**config.mk**
```make
export PLATFORM = sky130hd
export DESIGN_NAME = lpr_match_unit
export DESIGN_NICKNAME = d
export VERILOG_FILES = /design/src/design/lpr_pkg.sv /design/src/design/lpr_match_unit.sv
export SDC_FILE = /design/constraint.sdc
export NUM_CORES = 1
export LEC_CHECK = 0
export BUFFER_PORTS_ARGS = -buffer_cell sky130_fd_sc_hd__buf_2
export CAP_MARGIN = 20
export CORE_MARGIN = 2
export CORE_UTILIZATION = 47
export DETAILED_ROUTE_END_ITERATION = 7
export PLACE_DENSITY = 0.74
export SETUP_SLACK_MARGIN = 0.3
export SYNTH_ARGS = -nofsm -noshare
export SYNTH_HDL_FRONTEND = slang
export SYNTH_SLANG_ARGS = --single-unit
```
**constraint.sdc**
```tcl
create_clock -name aclk -period 4.15 [get_ports aclk]
set_input_delay 1.245 -clock aclk [delete_from_list [all_inputs] [get_ports aclk]]
set_output_delay 1.245 -clock aclk [all_outputs]
set_load 0.03 [all_outputs]
```
**src/design/lpr_pkg.sv**
```systemverilog
// ----------------------------------------------------------------------------
// lpr_pkg
// Shared types and constants for the longest prefix route lookup block:
// item layouts, route table entry, sequencer states and operation codes.
// ----------------------------------------------------------------------------
package lpr_pkg;

    // default table size and fixed field widths
    localparam int TABLE_DEPTH_DEF = 256;
    localparam int ADDR_W          = 32;
    localparam int PORT_W          = 2;

    // operation codes
    localparam logic OP_LOAD   = 1'b0;
    localparam logic OP_LOOKUP = 1'b1;

    // status codes
    localparam logic STATUS_OK   = 1'b0;
    localparam logic STATUS_FULL = 1'b1;

    // input item
    typedef struct packed {
        logic              operation;
        logic [ADDR_W-1:0] route_prefix_in;
        logic [ADDR_W-1:0] route_mask_in;
        logic [ADDR_W-1:0] route_gateway_in;
        logic [PORT_W-1:0] route_port_in;
        logic [ADDR_W-1:0] destination;
    } in_item_t;

    // result item
    typedef struct packed {
        logic              found;
        logic [ADDR_W-1:0] gateway;
        logic [PORT_W-1:0] out_port;
        logic              status;
    } out_item_t;

    // one stored route
    typedef struct packed {
        logic [ADDR_W-1:0] prefix;
        logic [ADDR_W-1:0] mask;
        logic [ADDR_W-1:0] gateway;
        logic [PORT_W-1:0] port;
    } route_entry_t;

    // controls from the sequencer to the match unit
    typedef struct packed {
        logic start;        // new lookup: capture destination, clear best
        logic entry_valid;  // table read data holds an entry to compare
    } match_ctrl_t;

    // sequencer states
    typedef enum logic [1:0] {
        ST_IDLE,
        ST_SCAN,
        ST_RESULT
    } state_t;

endpackage

```
**src/design/lpr_match_unit.sv**
```systemverilog
// ----------------------------------------------------------------------------
// lpr_match_unit
// Shared compare unit: tests one table entry a cycle against the destination
// and keeps the longest matching route seen so far.
// ----------------------------------------------------------------------------
module lpr_match_unit (
    input  logic                  aclk,
    input  logic                  aresetn,
    input  lpr_pkg::match_ctrl_t  ctrl,
    input  logic [lpr_pkg::ADDR_W-1:0] destination,
    input  lpr_pkg::route_entry_t entry,
    output lpr_pkg::out_item_t    result
);

    logic [lpr_pkg::ADDR_W-1:0] dest_reg;
    logic                       found_reg;
    logic [lpr_pkg::ADDR_W-1:0] best_mask_reg;
    logic [lpr_pkg::ADDR_W-1:0] best_hop_reg;
    logic [lpr_pkg::PORT_W-1:0] best_port_reg;

    logic hit;
    logic better;

    // match and rank: earlier entries win ties, so only a strictly numerically larger mask replaces
    assign hit    = ((dest_reg & entry.mask) == entry.prefix);
    assign better = !found_reg || (entry.mask > best_mask_reg);

    // found flag
    always_ff @(posedge aclk) begin
        if (!aresetn) begin
            found_reg <= 1'b0;
        end else if (ctrl.start) begin
            found_reg <= 1'b0;
        end else if (ctrl.entry_valid && hit) begin
            found_reg <= 1'b1;
        end
    end

    // destination and best route payload
    always_ff @(posedge aclk) begin
        if (ctrl.start) begin
            dest_reg      <= destination;
            best_mask_reg <= '0;
            best_hop_reg  <= '0;
            best_port_reg <= '0;
        end else if (ctrl.entry_valid && hit && better) begin
            best_mask_reg <= entry.mask;
            best_hop_reg  <= entry.gateway;
            best_port_reg <= entry.port;
        end
    end

    assign result.found    = found_reg;
    assign result.gateway  = best_hop_reg;
    assign result.out_port = best_port_reg;
    assign result.status   = lpr_pkg::STATUS_OK;

endmodule

```
# [Word level (Yosys, flattened, before mapping)]
# Cells that the tools add are included.
[totals] memories=0 out_inout_bits=36 regBits=99 mem_bits_ro=0 ramBits=0 in_bits=134 elab_cells=14 latch_bits=0
[op_classes] div=0 n_addsub=0 n_lt_le_gt_ge=1 mul=0 n_mux=0 shifts=0 bitwise_logic=2 n_eq_ne=1 n_reduce_logical=5
[ops] cell="32-bit bitwise AND" n=1
[ops] cell="32-bit == test" n=1
[ops] cell="32-bit greater-than comparator" n=1
[ops] cell="1-bit logical AND" n=2
[ops] cell="2-bit OR reduction" n=1
[ops] cell="1-bit zero test" n=1
[ops] cell="1-bit logical OR" n=1
[ops] cell="1-bit inverter" n=1

# [Depth between registers and ports, before layout]
# Gate-level depths: netlist of run 1.
[depth] ltp_word=4 ltp_mapped=10 mapped_depth_nobuf=8

# [Worst setup path after synthesis of run 1]
# Ideal clock, no wire load.
[synth_timing] kind="in2reg" startpoint="in entry[64] in the netlist's numbering" endpoint="reg best_hop_reg[10] in the netlist's numbering" stages=9 arrival_ns=3.199 setup_ns=0.072 n_path_buf=2 slack_ns=0.880 path_cell_list="ha_1 nand4_1 nor4_1 and3_1 o311ai_1 a311oi_4 buf_6 buf_12 mux2i_1"
[synth_between] elab_chain_len=4
[synth_lines] element="from (decl)" line_no="lpr_match_unit.sv:11" text="input lpr_pkg::route_entry_t entry,"
[synth_lines] element="branches (longest 3 deep; another with 32-bit greater-than comparator)"
[synth_lines] element="1-bit logical AND *" line_no="lpr_match_unit.sv:46" text="end else if (ctrl.entry_valid && hit && better) begin"
[synth_lines] element="to (signal assigned)" line_no="lpr_match_unit.sv:48" text="best_hop_reg <= entry.gateway;"
[synth_lines] element="to (decl)" line_no="lpr_match_unit.sv:18" text="logic [lpr_pkg::ADDR_W-1:0] best_hop_reg;"
# Every way passes the cells marked *.
# A chain may end at the register's enable or synchronous reset.

# [Worst setup path after layout of run 1]
[layout_timing] startpoint="in entry[64] in the netlist's numbering" endpoint="reg best_hop_reg[13] in the netlist's numbering"
# Same word-level chain as after synthesis.

==> results of run 1 <==
==> layout make-up <==
class	instances	share of cell area, %
sequential	99	34.9
clock buffer	11	3.83
antenna	1	0.0379
multi-input combinational	363	42.3
inverter	33	1.88
timing repair buffer	171	13.8
clock inverter	5	0.531
tap	143	2.71
==> cells by family after synthesis <==
logic type / after synthesis / share of synthesized area (%)
compound gates: 65 / 8.98
buf+inv: 56 / 5.52
other cells: 1 / 0.0695
mux: 66 / 12.2
simple gates: 195 / 22.4
fa+ha+maj: 32 / 7.42
xor+xnor: 4 / 0.649
flops: 99 / 42.7
==> power by group through the flow <==
stage | Combinational [W] | Sequential [W] | Clock (W)
CTS | 0.000223 | 0.00104 | 0.000829
finish | 0.000220 | 0.00104 | 0.000813
detailed placement | 0.000221 | 0.00106 | 0
global placement | 0.000212 | 0.00106 | 0
floorplan | 0.000108 | 0.00106 | 0
global route | 0.000246 | 0.00104 | 0.000874
==> metal layers <==
layer	up-vias	global-route usage, %	wire (µm)
met5	-	0	0
met1	1964	24.9	5310
met2	111	35.0	5960
met4	0	5.68	158
li1	2118	-	-
met3	10	5.25	790
==> cell usage in the layout, fill, tap and decap left out, types with 11 or more instances in the layout <==
| cell type | instances |
|---|---|
| buf_2 | 167 |
| nand2b_1 | 133 |
| dfxtp_1 | 67 |
| mux2i_1 | 66 |
| inv_1 | 33 |
| ha_1 | 32 |
| edfxtp_1 | 32 |
| a21oi_1 | 18 |
| nand3_1 | 12 |
| a21o_1 | 11 |
| and3b_1 | 11 |
==> critical path: stages <==
cell,delay [ns]
buf_2,0.13
ha_1,0.32
nand4_1,0.17
nor4_1,0.38
and3_1,0.28
o311ai_1,0.17
a311oi_4,0.44
buf_12,0.33
mux2i_1,0.24
==> through the flow <==
stage               instance area, µm²  cells  worst slack [ns]  total power, W  util, %
floorplan                         5390    518             0.880         0.00116        -
global placement                  6280    808             0.430         0.00127     55.5
detailed placement                6310    809             0.321         0.00128     55.7
CTS                               6600    825             0.662         0.00209     58.3
global route                      6600    825             0.509         0.00216     58.3
finish                            6600    826             0.637         0.00207     58.3
==> worst paths after layout <==
path,from,to,slack [ns],depth (start not counted)
setup reg to reg,best_mask_reg[30]$_SDFFE_PP0P_,best_hop_reg[13]$_SDFFE_PP0P_,1.33,9
hold reg to reg,best_port_reg[1]$_SDFFE_PP0P_,best_port_reg[1]$_SDFFE_PP0P_,0.47,2
setup / recovery,entry[64],best_hop_reg[13]$_SDFFE_PP0P_,0.64,9
hold / removal,best_port_reg[1]$_SDFFE_PP0P_,best_port_reg[1]$_SDFFE_PP0P_,0.47,2
==> results.json, run 1 <==
{
  "run_status": "complete, no violations",
  "postCtsHoldBufs": 0,
  "p_sw_w": 0.000487,
  "nNetsFinal": 843,
  "worstPathRequired_ns": 4.41,
  "clkLatencyLatePin_ns": 0.34,
  "syn_area_per_cell_um2": 10.4,
  "wl_mm": 12.2,
  "synth.most_common_cell": "nand2b_1",
  "vdd_drop_max_v": 0.000212,
  "cp-start-kind": "primary input",
  "cts_buffer_depth": 2,
  "syn_area_mm2": 0.00539,
  "ys_seq_elements": 99,
  "firstDrtPassIters": 4,
  "via_per_inst": 5.09,
  "crit_type": "primary input to register",
  "slew_headroom_pct": 66.8,
  "die_w_um": 111,
  "postRouteAntennaNets": 0,
  "clkPwrFrac_pct": 39.3,
  "synthTopCellsByCount": "nand2b_1 (133), dfxtp_1 (67), mux2i_1 (66)",
  "p_seq_share_pct": 50.1,
  "num_vias": 4203,
  "grt_max_degree": 115,
  "initial_core_util_pct": 47.6,
  "fin_crit_sh_pct": 84.6,
  "grt_pass1_wl_mm": 20.3,
  "hold_path.class": "register to register",
  "multiInputGateArea_mm2": 0.00279,
  "tightest_slew_ns": 0.485,
  "fin_skew_ns": 0.0102,
  "synth-edff-count": 32,
  "fmax_mhz": 285,
  "die_area_mm2": 0.0123,
  "endpoint_kind": "register",
  "netlist_instances": 518,
  "p_int_w": 0.00158,
  "cp_max_fo": 43,
  "ctsResizeCount": 0,
  "synth.area.top_cells": "dfxtp_1 (25%), edfxtp_1 (18%), nand2b_1 (15%)",
  "grt_antenna_before_repair": 1,
  "wire_per_inst_um": 14.8,
  "post_cts_buffers": 0,
  "swShare_pct": 23.5,
  "hold_viol_final": 0,
  "ios": 170,
  "hpwl_mm": 9.42,
  "core_area_mm2": 0.0113,
  "gp_congestion": 0.800,
  "pwr-share-comb_pct": 10.6,
  "synth.largest_area_cell": "dfxtp_1",
  "max_cap_violations": 0,
  "rsz0062_at_grt": "no",
  "cts.sinks": 99,
  "final.setup.tns_ns": 0,
  "port_buffers": 168,
  "cp.arrival_ns": 3.77,
  "cts.clk_slew.worst_paths_ns": 0.07,
  "syn-num-nets": 684,
  "powerDensity_mw_per_mm2": 314,
  "hold_slack_ns": 0.471,
  "p_leak_nw": 2.75,
  "nFillCells": 1018,
  "cts-buffers-inserted": 9,
  "rows": 39,
  "track_usage_pct": 20.2,
  "drtIter0Drc": 167,
  "fp.dieH_um": 111,
  "ys_warn_count": 0,
  "synth_top_area_share_pct": 24.9,
  "drc": 0,
  "cts_tree": "yes",
  "synth_ff_type": "dfxtp_1",
  "post-route-min-period_ns": 3.51,
  "drive_gt1_share_pct": 27.9,
  "cts_root_buffer": "clkbuf_16",
  "ff_latch_area_mm2": 0.00230,
  "synth_seq_area_share_pct": 42.7,
  "setup_viol": 0,
  "grt_pass1_vias": 4277,
  "htreeDepth": 3,
  "grt-ovfl-total": 0,
  "area_delta_synth_final_pct": 22.4,
  "synth_cell_types": 41,
  "slew_violations": 0,
  "ys_async_sr_fraction_pct": 0
}
No activity file was read; power rests on OpenSTA's default activity.
==> run 2, diff against run 1 <==
- PLACE_DENSITY: 0.74 -> 0.77
- clock period: 4.15 -> 3 ns (I/O delays scaled with it)
==> run 2 against run 1 <==
  * Clock skew down 0.0027 ns
  * Sequential power rose by 38%
  * First-iteration DRC count is 16% higher
  * Power grew 43%
  * Worst setup slack lost 0.40 ns
  * Via count grew 3.1%
  * Non-clock buffer count rose by 37
==> results.json, run 2 (same netlist as run 1, synthesis figures left out) <==
{
  "hpwl_mm": 9.73,
  "crit_chain": "buf_2, buf_4, ha_4, nor2b_4, o211ai_1, a2111oi_4, o31ai_4, a311oi_4, buf_6, buf_12, mux2i_1",
  "firstDrtPassIters": 4,
  "post-route-min-period_ns": 2.76,
  "grt_pass1_wl_mm": 20.8,
  "holdCritStartpoint": "best_hop_reg[9]$_SDFFE_PP0P_",
  "nFillCells": 912,
  "grt-ovfl-total": 0,
  "fmax_mhz": 362,
  "die_w_um": 111,
  "num_vias": 4332,
  "vdd_drop_max_v": 0.000256,
  "final_core_util_pct": 64.3,
  "layout_commonest_cell": "buf_2",
  "run_status": "complete, no violations",
  "fin_skew_ns": 0.00747,
  "cp.arrival_ns": 3.02,
  "rsz0062_at_grt": "yes",
  "multiInputGateArea_mm2": 0.00304,
  "fp.dieH_um": 111,
  "p_leak_nw": 3.00,
  "grt_max_degree": 84,
  "powerDensity_mw_per_mm2": 408,
  "hold_path.class": "register to register",
  "initial_core_util_pct": 47.6,
  "cp_max_fo": 6,
  "cts_buffer_depth": 2,
  "final_cell_mix": "buf_2 (158), nand2b_1 (133), dfxtp_1 (67)",
  "cts-buffers-inserted": 9,
  "cts_root_buffer": "clkbuf_16",
  "wl_mm": 13.1,
  "rows": 39,
  "via_per_inst": 5.03,
  "finalInstanceArea_mm2": 0.00728,
  "cts.sinks": 99,
  "postRouteAntennaNets": 0,
  "gp_congestion": 0.886,
  "r2r_slack_ns": 0.50,
  "total_power_w": 0.00297,
  "postPlaceCellArea_mm2": 0.00663,
  "hold_slack_ns": 0.472,
  "grt_pass1_vias": 4466,
  "drtIter0Drc": 194,
  "clkLatencyLatePin_ns": 0.35,
  "worstHoldPathCells": 2,
  "drive_gt1_share_pct": 35.2,
  "htreeDepth": 3,
  "core_area_mm2": 0.0113,
  "wire_per_inst_um": 15.2,
  "nNetsFinal": 880,
  "crit_type": "primary input to register",
  "cts_tree": "yes",
  "grt_antenna_before_repair": 0,
  "track_usage_pct": 21.1,
  "placedCellCount": 841,
  "diodes": 0,
  "fin_cells": 862,
  "ff_latch_area_mm2": 0.00230,
  "r2r_start": "dest_reg[12]$_DFFE_PP_",
  "r2r-end": "best_mask_reg[0]$_SDFFE_PP0P_",
  "drc": 0,
  "area_delta_synth_final_pct": 35.0,
  "fin_crit_sh_pct": 92.0,
  "min_to": "best_hop_reg[9]$_SDFFE_PP0P_",
  "slew_violations": 0,
  "hold_viol_final": 0,
  "ios": 170,
  "cp-start-kind": "primary input",
  "endpoint_kind": "register",
  "max_cap_violations": 0,
  "slowest_delay_ns": 0.39,
  "cp-startpoint": "entry[35]",
  "critPathSlowestCell": "a2111oi_4",
  "port_buffers": 168,
  "ff2ff_path_depth": 9,
  "cp_top_family": "compound AO/OA/AOI/OAI gates",
  "die_area_mm2": 0.0123,
  "path_buf_inv": 4,
  "worstPathRequired_ns": 3.26,
  "cts.clk_slew.worst_paths_ns": 0.07,
  "setup_viol": 0
}
## run 2: per-layer routing
metal  part of all wire [%]  track usage, %  vias to the layer above
li1                       -               -                     2193
met4                    1.6            6.34                        0
met2                     50            37.0                      115
met3                    6.1            6.56                       16
met5                      0               0                        -
met1                     43            24.7                     2008
## run 2: through the flow
stage	worst slack (ns)	setup TNS (ns)
after floorplan	0.245	0
after global placement	-0.193	-11.55
after detailed placement	-0.272	-14.96
after CTS	0.257	0
after global routing	0.161	0
final	0.240	0
## run 2: how the worst max path moves through the flow
stage	to	slack (ns)	cells after the start
3_3_place_gp	best_hop_reg[19]$_SDFFE_PP0P_	-0.19	9
6_report	best_mask_reg[0]$_SDFFE_PP0P_	0.24	11
3_5_place_dp	best_hop_reg[18]$_SDFFE_PP0P_	-0.27	9
2_1_floorplan	best_hop_reg[10]$_SDFFE_PP0P_	0.25	8
4_1_cts	best_hop_reg[13]$_SDFFE_PP0P_	0.26	9
5_1_grt	best_hop_reg[11]$_SDFFE_PP0P_	0.16	11
## run 2: repair_timing
| item | in CTS | in global routing |
|---|---|---|
| buffers inserted | 0 | 2 |
| hold buffers | 0 | 0 |
| hold endpoints to repair | 0 | 0 |
| gates cloned | 2 | 1 |
| endpoints found under the setup margin | 66 | 66 |
| pin swaps | 0 | 10 |
| resized for setup | 27 | 20 |
## run 2: final cells by class
cell class	count	share of cell area (%)
timing repair buffer	208	18.3
sequential	99	31.6
clock inverter	5	0.430
inverter	33	1.70
tap	143	2.46
multi-input combinational	363	41.7
clock buffer	11	3.78
## run 2: report_power, final
part           internal, W  total, W  switching [W]
combinational     0.000197  0.000359       0.000162
sequential         0.00142   0.00143      0.0000143
clock             0.000662   0.00118       0.000515
## run 2: worst min-delay path, cell delays in order, from the launching register on
cell,delay (ns)
dfxtp_1,0.31
nand2b_1,0.06
mux2i_1,0.05
